File: src/rtl/core/rhc_pkg.sv
// ----------------------------------------------------------------------------
// rhc_pkg
// Shared types and constants for the rgb/hsl color converter.
// ----------------------------------------------------------------------------
package rhc_pkg;

  localparam logic [12:0] HUE_FULL  = 13'd5760;
  localparam logic [12:0] HUE_SIXTH = 13'd960;
  localparam logic [12:0] UNIT      = 13'd4096;

  // pipelined restoring divider geometry
  localparam int DIV_NUM_W = 22;
  localparam int DIV_DEN_W = 9;
  localparam int DIV_QUO_W = 13;

  // total latency of both conversion paths, input edge to result strobe, and the stage count of the hsl to rgb pipeline
  localparam int PIPE_LAT = 16;
  localparam int HSL_LAT  = 5;

  // fixed-point channel datapath width for hsl to rgb
  localparam int V_W = 36;

  typedef enum logic [1:0] {
    MAX_RED,
    MAX_GREEN,
    MAX_BLUE
  } rhc_max_t;

  typedef enum logic [2:0] {
    SEC_0,
    SEC_1,
    SEC_2,
    SEC_3,
    SEC_4,
    SEC_5
  } rhc_sector_t;

  typedef enum logic {
    KIND_RGB2HSL = 1'b0,
    KIND_HSL2RGB = 1'b1
  } rhc_kind_t;

  typedef struct packed {
    logic        kind;
    logic [7:0]  red;
    logic [7:0]  green;
    logic [7:0]  blue;
    logic [12:0] hue_in;
    logic [12:0] sat_in;
    logic [12:0] light_in;
  } rhc_in_t;

  typedef struct packed {
    logic [12:0] hue_out;
    logic [12:0] sat_out;
    logic [12:0] light_out;
    logic [7:0]  red_out;
    logic [7:0]  green_out;
    logic [7:0]  blue_out;
  } rhc_out_t;

  typedef struct packed {
    logic        vld;
    logic [12:0] hue;
    logic [12:0] sat;
    logic [12:0] light;
  } rhc_hsl_res_t;

  typedef struct packed {
    logic       vld;
    logic [7:0] red;
    logic [7:0] green;
    logic [7:0] blue;
  } rhc_rgb_res_t;

endpackage

File: src/rtl/core/rgb_hsl_converter.sv
// ----------------------------------------------------------------------------
// rgb_hsl_converter
// Pixel color converter, rgb to hsl or hsl to rgb per transfer.
// ----------------------------------------------------------------------------
//  channel   ports                    handshake
//  input     start, busy, in_data     transfer when start and not busy
//  result    out_valid, out_data      one-cycle strobe, no backpressure
//
//  a new pixel is taken every clock; busy stays low.
//  each result follows its input transfer through the thirteen stages of the
//  bit-per-stage dividers of the rgb to hsl path plus setup and fixup; the
//  hsl to rgb path is delayed to the same depth.
//  synchronous active-low reset clears all valid bits.
// ----------------------------------------------------------------------------
module rgb_hsl_converter
  import rhc_pkg::*;
(
  input  logic     clk,
  input  logic     rst_n,
  input  logic     start,
  output logic     busy,
  input  rhc_in_t  in_data,
  output logic     out_valid,
  output rhc_out_t out_data
);

  logic         acc_rgb;
  logic         acc_hsl;
  rhc_hsl_res_t hsl_res;
  rhc_rgb_res_t rgb_res;

  assign busy    = 1'b0;
  assign acc_rgb = start && !busy && (in_data.kind == KIND_RGB2HSL);
  assign acc_hsl = start && !busy && (in_data.kind == KIND_HSL2RGB);

  rhc_rgb2hsl u_rgb2hsl (
    .clk    (clk),
    .rst_n  (rst_n),
    .in_vld (acc_rgb),
    .red    (in_data.red),
    .green  (in_data.green),
    .blue   (in_data.blue),
    .res    (hsl_res)
  );

  rhc_hsl2rgb u_hsl2rgb (
    .clk      (clk),
    .rst_n    (rst_n),
    .in_vld   (acc_hsl),
    .hue_in   (in_data.hue_in),
    .sat_in   (in_data.sat_in),
    .light_in (in_data.light_in),
    .res      (rgb_res)
  );

  assign out_valid = hsl_res.vld || rgb_res.vld;

  always_comb begin
    out_data = '0;
    if (hsl_res.vld) begin
      out_data.hue_out   = hsl_res.hue;
      out_data.sat_out   = hsl_res.sat;
      out_data.light_out = hsl_res.light;
    end else begin
      out_data.red_out   = rgb_res.red;
      out_data.green_out = rgb_res.green;
      out_data.blue_out  = rgb_res.blue;
    end
  end

`ifndef SYNTHESIS
  a_one_path: assert property (@(posedge clk) disable iff (!rst_n)
    !(hsl_res.vld && rgb_res.vld))
    else $error("both conversion paths strobe in the same cycle");

  a_latency: assert property (@(posedge clk) disable iff (!rst_n)
    (start && !busy) |-> ##16 out_valid)
    else $error("result missing after pipeline latency");

  a_hue_range: assert property (@(posedge clk) disable iff (!rst_n)
    hsl_res.vld |-> (hsl_res.hue < HUE_FULL))
    else $error("hue out of range");

  a_sat_range: assert property (@(posedge clk) disable iff (!rst_n)
    hsl_res.vld |-> (hsl_res.sat <= UNIT && hsl_res.light <= UNIT))
    else $error("saturation or lightness above unit");
`endif

endmodule

File: src/rtl/core/rhc_div.sv
// ----------------------------------------------------------------------------
// rhc_div
// Pipelined restoring divider, one quotient bit per register stage.
// ----------------------------------------------------------------------------
module rhc_div
  import rhc_pkg::*;
(
  input  logic                 clk,
  input  logic [DIV_NUM_W-1:0] num,
  input  logic [DIV_DEN_W-1:0] den,
  output logic [DIV_QUO_W-1:0] quo
);

  logic [DIV_DEN_W-1:0] rem_r [DIV_QUO_W];
  logic [DIV_NUM_W-1:0] num_r [DIV_QUO_W];
  logic [DIV_DEN_W-1:0] den_r [DIV_QUO_W];
  logic [DIV_QUO_W-1:0] quo_r [DIV_QUO_W];

  for (genvar k = 0; k < DIV_QUO_W; k++) begin : g_step
    logic [DIV_DEN_W-1:0] rem_in;
    logic [DIV_DEN_W-1:0] den_in;
    logic [DIV_NUM_W-1:0] num_in;
    logic [DIV_QUO_W-1:0] quo_in;
    logic [DIV_DEN_W:0]   trial;
    logic [DIV_DEN_W:0]   diff;
    logic [DIV_DEN_W-1:0] rem_nxt;
    logic [DIV_QUO_W-1:0] quo_nxt;

    if (k == 0) begin : g_first
      // upper numerator bits are known to stay below the divisor
      assign rem_in = num[DIV_NUM_W-1:DIV_QUO_W];
      assign num_in = num;
      assign den_in = den;
      assign quo_in = '0;
    end else begin : g_rest
      assign rem_in = rem_r[k-1];
      assign num_in = num_r[k-1];
      assign den_in = den_r[k-1];
      assign quo_in = quo_r[k-1];
    end

    always_comb begin
      trial = {rem_in, num_in[DIV_QUO_W-1-k]};
      diff  = trial - {1'b0, den_in};
      if (trial >= {1'b0, den_in}) begin
        rem_nxt = diff[DIV_DEN_W-1:0];
        quo_nxt = {quo_in[DIV_QUO_W-2:0], 1'b1};
      end else begin
        rem_nxt = trial[DIV_DEN_W-1:0];
        quo_nxt = {quo_in[DIV_QUO_W-2:0], 1'b0};
      end
    end

    always_ff @(posedge clk) begin
      rem_r[k] <= rem_nxt;
      num_r[k] <= num_in;
      den_r[k] <= den_in;
      quo_r[k] <= quo_nxt;
    end
  end

  assign quo = quo_r[DIV_QUO_W-1];

endmodule

File: src/rtl/core/rhc_rgb2hsl.sv
// ----------------------------------------------------------------------------
// rhc_rgb2hsl
// RGB to HSL pipeline: min/max, numerators, two dividers, final fixup.
// ----------------------------------------------------------------------------
module rhc_rgb2hsl
  import rhc_pkg::*;
(
  input  logic         clk,
  input  logic         rst_n,
  input  logic         in_vld,
  input  logic [7:0]   red,
  input  logic [7:0]   green,
  input  logic [7:0]   blue,
  output rhc_hsl_res_t res
);

  // stage 1
  logic        s1_vld_r;
  logic        s1_gray_r;
  logic [10:0] s1_t_r;
  logic [7:0]  s1_c_r;
  logic [8:0]  s1_sum_r;

  logic [7:0]  mx;
  logic [7:0]  mn;
  logic [7:0]  c;
  logic [10:0] c6;
  rhc_max_t    msel;
  logic [10:0] t_nxt;

  always_comb begin
    mx = red;
    mn = red;
    if (green > mx) mx = green;
    if (blue > mx)  mx = blue;
    if (green < mn) mn = green;
    if (blue < mn)  mn = blue;
    c  = mx - mn;
    c6 = {1'b0, c, 2'b00} + {2'b00, c, 1'b0};
    priority if (mx == red)   msel = MAX_RED;
    else if (mx == green)     msel = MAX_GREEN;
    else                      msel = MAX_BLUE;
    // offset keeps the hue numerator non-negative
    unique case (msel)
      MAX_RED:   t_nxt = {3'b0, green} + c6 - {3'b0, blue};
      MAX_GREEN: t_nxt = {3'b0, blue} + {2'b0, c, 1'b0} - {3'b0, red};
      MAX_BLUE:  t_nxt = {3'b0, red} + {1'b0, c, 2'b00} - {3'b0, green};
      default:   t_nxt = '0;
    endcase
  end

  always_ff @(posedge clk) begin
    if (!rst_n) begin
      s1_vld_r <= 1'b0;
    end else begin
      s1_vld_r <= in_vld;
    end
  end

  always_ff @(posedge clk) begin
    s1_gray_r <= (c == 8'd0);
    s1_t_r    <= t_nxt;
    s1_c_r    <= c;
    s1_sum_r  <= {1'b0, mx} + {1'b0, mn};
  end

  // stage 2: numerators and divisors
  logic                 s2_vld_r;
  logic                 s2_gray_r;
  logic [DIV_NUM_W-1:0] hue_num_r;
  logic [DIV_DEN_W-1:0] hue_den_r;
  logic [DIV_NUM_W-1:0] sat_num_r;
  logic [DIV_DEN_W-1:0] sat_den_r;
  logic [12:0]          light_quo_r;

  logic [7:0]           den_s;
  logic [19:0]          light_y;
  logic [40:0]          light_prod;

  always_comb begin
    if (s1_sum_r <= 9'd255) begin
      den_s = s1_sum_r[7:0];
    end else begin
      den_s = 8'(9'd510 - s1_sum_r);
    end
    // round(sum * 4096 / 510) = floor((2048 sum + 127) / 255),
    // the divide by 255 is a multiply by (2^28 + 239) / 255 = 2^20 + 2^12 + 2^4 + 1
    light_y    = {s1_sum_r, 11'd127};
    light_prod = {1'b0, light_y, 20'd0} + {9'd0, light_y, 12'd0} +
                 {17'd0, light_y, 4'd0} + {21'd0, light_y};
  end

  always_ff @(posedge clk) begin
    if (!rst_n) begin
      s2_vld_r <= 1'b0;
    end else begin
      s2_vld_r <= s1_vld_r;
    end
  end

  always_ff @(posedge clk) begin
    s2_gray_r   <= s1_gray_r;
    // t * 1920 + c
    hue_num_r   <= {s1_t_r, 11'd0} - {4'd0, s1_t_r, 7'd0} + {14'd0, s1_c_r};
    hue_den_r   <= {s1_c_r, 1'b0};
    sat_num_r   <= {1'b0, s1_c_r, 13'd0} + {14'd0, den_s};
    sat_den_r   <= {den_s, 1'b0};
    light_quo_r <= light_prod[40:28];
  end

  logic [DIV_QUO_W-1:0] hue_q;
  logic [DIV_QUO_W-1:0] sat_q;
  logic [12:0]          light_q;

  rhc_div u_div_hue (
    .clk (clk),
    .num (hue_num_r),
    .den (hue_den_r),
    .quo (hue_q)
  );

  rhc_div u_div_sat (
    .clk (clk),
    .num (sat_num_r),
    .den (sat_den_r),
    .quo (sat_q)
  );

  // side bits and lightness ride alongside the divider stages
  logic [DIV_QUO_W-1:0] vld_sh_r;
  logic [DIV_QUO_W-1:0] gray_sh_r;
  logic [12:0]          light_sh_r [DIV_QUO_W];

  always_ff @(posedge clk) begin
    if (!rst_n) begin
      vld_sh_r <= '0;
    end else begin
      vld_sh_r <= {vld_sh_r[DIV_QUO_W-2:0], s2_vld_r};
    end
  end

  always_ff @(posedge clk) begin
    gray_sh_r     <= {gray_sh_r[DIV_QUO_W-2:0], s2_gray_r};
    light_sh_r[0] <= light_quo_r;
    for (int i = 1; i < DIV_QUO_W; i++) begin
      light_sh_r[i] <= light_sh_r[i-1];
    end
  end

  assign light_q = light_sh_r[DIV_QUO_W-1];

  // final stage: hue wrap, saturation clamp, gray override
  logic        gray_d;
  logic [12:0] hue_nxt;
  logic [12:0] sat_nxt;
  logic        res_vld_r;
  logic [12:0] res_hue_r;
  logic [12:0] res_sat_r;
  logic [12:0] res_light_r;

  always_comb begin
    gray_d = gray_sh_r[DIV_QUO_W-1];
    if (gray_d) begin
      hue_nxt = '0;
    end else if (hue_q >= HUE_FULL) begin
      hue_nxt = hue_q - HUE_FULL;
    end else begin
      hue_nxt = hue_q;
    end
    if (gray_d) begin
      sat_nxt = '0;
    end else if (sat_q > UNIT) begin
      sat_nxt = UNIT;
    end else begin
      sat_nxt = sat_q;
    end
  end

  always_ff @(posedge clk) begin
    if (!rst_n) begin
      res_vld_r <= 1'b0;
    end else begin
      res_vld_r <= vld_sh_r[DIV_QUO_W-1];
    end
  end

  always_ff @(posedge clk) begin
    res_hue_r   <= hue_nxt;
    res_sat_r   <= sat_nxt;
    res_light_r <= light_q;
  end

  assign res.vld   = res_vld_r;
  assign res.hue   = res_hue_r;
  assign res.sat   = res_sat_r;
  assign res.light = res_light_r;

endmodule

File: src/rtl/core/rhc_hsl2rgb.sv
// ----------------------------------------------------------------------------
// rhc_hsl2rgb
// HSL to RGB pipeline: clamp, chroma product, X and offset, select, round.
// ----------------------------------------------------------------------------
module rhc_hsl2rgb
  import rhc_pkg::*;
(
  input  logic         clk,
  input  logic         rst_n,
  input  logic         in_vld,
  input  logic [12:0]  hue_in,
  input  logic [12:0]  sat_in,
  input  logic [12:0]  light_in,
  output rhc_rgb_res_t res
);

  localparam int PAD = PIPE_LAT - HSL_LAT;

  // stage 1: wrap and clamp, a = 4096 * (1 - |2l - 1|)
  logic        s1_vld_r;
  logic [12:0] s1_h_r;
  logic [12:0] s1_s_r;
  logic [12:0] s1_l_r;
  logic [12:0] s1_a_r;

  logic [12:0] h_w;
  logic [12:0] s_c;
  logic [12:0] l_c;
  logic [13:0] l2;
  logic [13:0] a_w;

  always_comb begin
    h_w = (hue_in >= HUE_FULL) ? hue_in - HUE_FULL : hue_in;
    s_c = (sat_in > UNIT) ? UNIT : sat_in;
    l_c = (light_in > UNIT) ? UNIT : light_in;
    l2  = {l_c, 1'b0};
    a_w = (l2 >= 14'd4096) ? 14'd8192 - l2 : l2;
  end

  always_ff @(posedge clk) begin
    if (!rst_n) begin
      s1_vld_r <= 1'b0;
    end else begin
      s1_vld_r <= in_vld;
    end
  end

  always_ff @(posedge clk) begin
    s1_h_r <= h_w;
    s1_s_r <= s_c;
    s1_l_r <= l_c;
    s1_a_r <= a_w[12:0];
  end

  // stage 2: a * s, sector and triangle weight
  logic        s2_vld_r;
  logic [24:0] s2_as_r;
  rhc_sector_t s2_sec_r;
  logic [9:0]  s2_w_r;
  logic [12:0] s2_l_r;

  rhc_sector_t sec;
  logic [12:0] base;
  logic [10:0] hm;
  logic [10:0] w_full;
  logic [25:0] as_full;

  always_comb begin
    priority if (s1_h_r < 13'd960)  sec = SEC_0;
    else if (s1_h_r < 13'd1920)     sec = SEC_1;
    else if (s1_h_r < 13'd2880)     sec = SEC_2;
    else if (s1_h_r < 13'd3840)     sec = SEC_3;
    else if (s1_h_r < 13'd4800)     sec = SEC_4;
    else                            sec = SEC_5;
    priority if (s1_h_r < 13'd1920) base = 13'd0;
    else if (s1_h_r < 13'd3840)     base = 13'd1920;
    else                            base = 13'd3840;
    hm      = 11'(s1_h_r - base);
    w_full  = (hm >= 11'd960) ? 11'd1920 - hm : hm;
    as_full = s1_a_r * s1_s_r;
  end

  always_ff @(posedge clk) begin
    if (!rst_n) begin
      s2_vld_r <= 1'b0;
    end else begin
      s2_vld_r <= s1_vld_r;
    end
  end

  always_ff @(posedge clk) begin
    s2_as_r  <= as_full[24:0];
    s2_sec_r <= sec;
    s2_w_r   <= w_full[9:0];
    s2_l_r   <= s1_l_r;
  end

  // stage 3: chroma, X and offset in a common scale
  logic           s3_vld_r;
  rhc_sector_t    s3_sec_r;
  logic [V_W-1:0] s3_cv_r;
  logic [V_W-1:0] s3_xv_r;
  logic [V_W-1:0] s3_mv_r;

  logic [25:0]    mdiff;
  logic [35:0]    xv_full;

  always_comb begin
    mdiff   = {s2_l_r, 13'd0} - {1'b0, s2_as_r};
    xv_full = {s2_as_r, 1'b0} * s2_w_r;
  end

  always_ff @(posedge clk) begin
    if (!rst_n) begin
      s3_vld_r <= 1'b0;
    end else begin
      s3_vld_r <= s2_vld_r;
    end
  end

  always_ff @(posedge clk) begin
    s3_sec_r <= s2_sec_r;
    s3_xv_r  <= xv_full;
    // as * 1920 and mdiff * 960
    s3_cv_r  <= {s2_as_r, 11'd0} - {4'd0, s2_as_r, 7'd0};
    s3_mv_r  <= {mdiff, 10'd0} - {4'd0, mdiff, 6'd0};
  end

  // stage 4: sector select plus offset
  logic           s4_vld_r;
  logic [V_W-1:0] s4_rv_r;
  logic [V_W-1:0] s4_gv_r;
  logic [V_W-1:0] s4_bv_r;

  logic [V_W-1:0] rc;
  logic [V_W-1:0] gc;
  logic [V_W-1:0] bc;

  always_comb begin
    rc = '0;
    gc = '0;
    bc = '0;
    unique case (s3_sec_r)
      SEC_0: begin
        rc = s3_cv_r;
        gc = s3_xv_r;
      end
      SEC_1: begin
        rc = s3_xv_r;
        gc = s3_cv_r;
      end
      SEC_2: begin
        gc = s3_cv_r;
        bc = s3_xv_r;
      end
      SEC_3: begin
        gc = s3_xv_r;
        bc = s3_cv_r;
      end
      SEC_4: begin
        rc = s3_xv_r;
        bc = s3_cv_r;
      end
      SEC_5: begin
        rc = s3_cv_r;
        bc = s3_xv_r;
      end
      default: begin
        rc = '0;
      end
    endcase
  end

  always_ff @(posedge clk) begin
    if (!rst_n) begin
      s4_vld_r <= 1'b0;
    end else begin
      s4_vld_r <= s3_vld_r;
    end
  end

  always_ff @(posedge clk) begin
    s4_rv_r <= rc + s3_mv_r;
    s4_gv_r <= gc + s3_mv_r;
    s4_bv_r <= bc + s3_mv_r;
  end

  // stage 5: round(255 v / scale) reduces to (17 v + 2^30) >> 31
  function automatic logic [7:0] to_chan(input logic [V_W-1:0] v);
    logic [V_W+4:0] acc;
    logic [9:0]     q;
    acc = {1'b0, v, 4'd0} + {5'd0, v} + {11'd1, 30'd0};
    q   = acc[V_W+4:31];
    to_chan = (q > 10'd255) ? 8'd255 : q[7:0];
  endfunction

  logic [PAD:0] vld_sh_r;
  logic [23:0]  rgb_sh_r [PAD+1];

  always_ff @(posedge clk) begin
    if (!rst_n) begin
      vld_sh_r <= '0;
    end else begin
      vld_sh_r <= {vld_sh_r[PAD-1:0], s4_vld_r};
    end
  end

  always_ff @(posedge clk) begin
    rgb_sh_r[0] <= {to_chan(s4_rv_r), to_chan(s4_gv_r), to_chan(s4_bv_r)};
    for (int i = 1; i <= PAD; i++) begin
      rgb_sh_r[i] <= rgb_sh_r[i-1];
    end
  end

  // delay line matches the rgb to hsl latency
  assign res.vld   = vld_sh_r[PAD];
  assign res.red   = rgb_sh_r[PAD][23:16];
  assign res.green = rgb_sh_r[PAD][15:8];
  assign res.blue  = rgb_sh_r[PAD][7:0];

endmodule

File: config.mk
export PLATFORM = sky130hd
export DESIGN_NAME = rgb_hsl_converter
export DESIGN_NICKNAME = d
export VERILOG_FILES = /design/src/rtl/core/rhc_pkg.sv /design/src/rtl/core/rgb_hsl_converter.sv /design/src/rtl/core/rhc_div.sv /design/src/rtl/core/rhc_rgb2hsl.sv /design/src/rtl/core/rhc_hsl2rgb.sv
export SDC_FILE = /design/constraint.sdc
export NUM_CORES = 2
export LEC_CHECK = 0
export BUFFER_PORTS_ARGS = -buffer_cell sky130_fd_sc_hd__buf_2
export CAP_MARGIN = 20
export CORE_ASPECT_RATIO = 0.6
export CORE_MARGIN = 2
export CORE_UTILIZATION = 40
export CTS_CLUSTER_SIZE = 28
export DETAILED_ROUTE_END_ITERATION = 12
export GPL_ROUTABILITY_DRIVEN = 0
export PLACE_DENSITY = 0.55
export SLEW_MARGIN = 20
export SYNTH_ARGS = -nofsm -noshare
export SYNTH_HDL_FRONTEND = slang
export SYNTH_SLANG_ARGS = --single-unit
File: constraint.sdc
create_clock -name clk -period 11.11 [get_ports clk]
set_clock_uncertainty 0.2 [all_clocks]
set_input_delay 3.333 -clock clk [delete_from_list [all_inputs] [get_ports clk]]
set_output_delay 3.333 -clock clk [all_outputs]
set_load 0.005 [all_outputs]
==> impl_metrics.yaml <==
timing:
  maxSlewViolCount: 0
  setup_viol: 0
  worst_slew_pin_slew_ns: 1.09
  whs_ns: 0.0819
  rsz0062_at_grt: "no"
  setup_slack_ns: 0.806
  period_share_pct: 92.7
  max_freq_mhz: 97.1
  fin_crit_ns: 10.30
  setup_tns_ns: 0
  relSlewSlack_pct: 27.0
  hold_viol_final: 0
floorplanning:
  rows: 120
  initial_core_util_pct: 40.2
  core_sq_um: 178000
  io_pins: 132
  die_w_um: 550
  dieArea_sq_um: 182000
  die_height_um: 331
clocking:
  clk_latency_ns: 0.77
  post_cts_buffers: 0
  cts_hold_buf: 0
  cts_tree: "built"
  htreeDepth: 4
  cts_inserted_buffers: 153
  post_cts_resized: 0
  cts-root-buf: "clkbuf_16"
  cts.sinks: 1521
  cts.path.max_buffers: 4
  clkSlewWorstSetupHoldPaths_ns: 0.07
synth:
  ys_seq_area_share_pct: 42.6
  synth_cells: 6954
  yosys_warnings: 0
  ys_top_cells_by_area: "dfxtp_1, ha_1, fa_1"
  avgSynthCellArea_sq_um: 10.3
  ys.flop_type: "dfxtp_1"
  synth_edf_count: 0
  synth.distinct_cells: 90
  netlist_top_cells_count: "dfxtp_1, ha_1, inv_1"
  yosysTopAreaCell: "dfxtp_1"
  synth.most_common_cell: "dfxtp_1"
  ys_ff_latch: 1521
  synthArstFlopShare_pct: 0
  synth_area_sq_um: 71500
  synth_top_area_share_pct: 42.6
layout:
  nFillCells: 16605
  nNetsFinal: 8298
  multi_input_area_sq_um: 37700
  drive_gt1_share_pct: 7.19
  seq_area_sq_um: 30500
  fin_cells: 9599
  syn_to_final_growth_pct: 11.5
placement:
  io_buffers: 130
  dp.cells: 9335
  dp_worst_setup_slack_ns: 0.0849
  post-dp-hpwl_mm: 123
route:
  drc: 0
  drtPass1Iterations: 6
  drtIter0Drc: 2997
  drt-total-wl_mm: 158
  routedWlPerCell_um: 16.5
  viasPerCell: 4.88
  ant_nets: 0
  num_vias: 46883
worst_setup_path:
  cp_common_cell: "a21oi_1"
  worst_ep_required_time_ns: 11.52
  r2r_slack_ns: 3.89
  worst_path_largest_cell_delay_ns: 0.53
  reg2regPathDepth: 18
  crit-reg2reg-capture: "u_hsl2rgb.s3_xv_r[35]$_DFF_P_"
  crit_fanout: 14
  startpoint_type: "input port"
  crit_path_top_delay_cell: "fa_1"
  critical_path.endpoint_type: "register"
  crit_arrival_ns: 10.71
  crit_type: "in -> reg"
  startpoint: "in_data[48]"
  timing.rr.start: "u_hsl2rgb.s2_w_r[3]$_DFF_P_"
global_routing:
  grt-ovfl-total: 0
  antenna_found_initial: 9
  grt_max_degree: 39
  grt_pass1_vias: 46769
  grtUsageTotal_pct: 17.3
  grt_pass1_wl_mm: 255
run:
  cap_violations: 0
worst_hold_path:
  holdCritStartpoint: "u_rgb2hsl.u_div_hue.quo_r[4][19]$_DFF_P_"
  whs_endpoint: "u_rgb2hsl.u_div_hue.quo_r[5][7]$_DFF_P_"
  hold-path-cell-count: 0
  hp-class: "reg -> reg"
status:
  status: "completed"
[layer usage]
layer	global-route usage, %	routed length (um)	part of all wire, %
met3	3.05	9000	5.7
met2	23.5	59600	38
met4	4.30	3430	2.2
met5	0	0	0
met1	27.6	86400	55
[worst max path at each step]
stage                                      endpoint  slack [ns]  cells after the start
floorplan           u_rgb2hsl.s1_t_r[10]$_SDFF_PN0_        0.76                     32
CTS                 u_rgb2hsl.s1_t_r[10]$_SDFF_PN0_        0.88                     31
global route        u_rgb2hsl.s1_t_r[10]$_SDFF_PN0_        0.46                     33
finish              u_rgb2hsl.s1_t_r[10]$_SDFF_PN0_        0.81                     32
detailed placement  u_rgb2hsl.s1_t_r[10]$_SDFF_PN0_        0.08                     30
global placement    u_rgb2hsl.s1_t_r[10]$_SDFF_PN0_        0.21                     31
[kinds of logic (layout without fill, tap and decap cells)]
group | count (synthesis) | after routing | synth area share, %
AND/OR/NAND/NOR | 1672 | 1672 | 11.7
multiplexers | 102 | 102 | 1.55
AO/OA/AOI/OAI | 1238 | 1238 | 11.3
other | 1 | 5 | 0.00525
buffers and inverters | 889 | 1151 | 4.70
XOR/XNOR | 411 | 411 | 5.04
flip-flops | 1521 | 1521 | 42.6
adder cells (fa/ha/maj) | 1120 | 1120 | 23.1
[final cells by class]
| cell class | instances | area share (%) |
|---|---|---|
| inverters | 731 | 3.44 |
| well taps | 2379 | 3.73 |
| multi-input cells | 4545 | 47.3 |
| flip-flops and latches | 1521 | 38.2 |
| clock buffers | 200 | 5.39 |
| clock inverters | 61 | 0.822 |
| repair buffers | 159 | 1.09 |
| diodes | 3 | 0.00941 |
[per-stage QoR]
step	cell area, sq um	utilization (%)
after global routing	79700	44.8
final	79700	44.8
after CTS	79700	44.8
after detailed placement	74800	42.0
after global placement	74800	42.0
after floorplan	71500	-
[registers in the layout, summed over array words and instances (netlist names), 22 cells and up, named ones only]
register,flops
u_hsl2rgb.s2_as_r,24
u_hsl2rgb.s3_mv_r,28
u_hsl2rgb.s4_gv_r,34
u_hsl2rgb.s3_cv_r,28
u_rgb2hsl.u_div_hue.den_r,40
u_rgb2hsl.u_div_sat.num_r,46
u_rgb2hsl.light_sh_r,169
u_rgb2hsl.hue_num_r,22
u_rgb2hsl.u_div_sat.rem_r,102
u_hsl2rgb.s4_bv_r,34
u_hsl2rgb.s3_xv_r,34
u_rgb2hsl.u_div_sat.quo_r,91
u_hsl2rgb.s4_rv_r,34
u_rgb2hsl.u_div_hue.num_r,79
u_rgb2hsl.u_div_sat.den_r,59
u_rgb2hsl.u_div_hue.quo_r,91
u_rgb2hsl.u_div_hue.rem_r,100
u_hsl2rgb.rgb_sh_r,288
[placed cells by master (no fill, tap or decap), drive strengths merged, types with 159 or more instances in the layout]
cell type  synthesis  routed
o21ai            238     238
and2             279     279
xnor2            306     306
nor2b            168     168
a21oi            380     380
buf               11     159
dfxtp           1521    1521
fa               337     337
nand2            467     467
ha               783     783
a21o             172     172
nor2             333     333
inv              731     742
clkbuf           147     200
[worst max-delay path, delay by kind of cell]
family | cells | cell delay, ns
mux | 2 | 0.46
simple gates | 2 | 0.55
fa+ha+maj | 6 | 2.26
xor+xnor | 2 | 0.51
compound gates | 14 | 2.77
buf+inv | 6 | 0.79
Power is left out: the tool's default activity adds up to more than one toggle a clock period on the data nets, which glitch-free logic cannot reach.
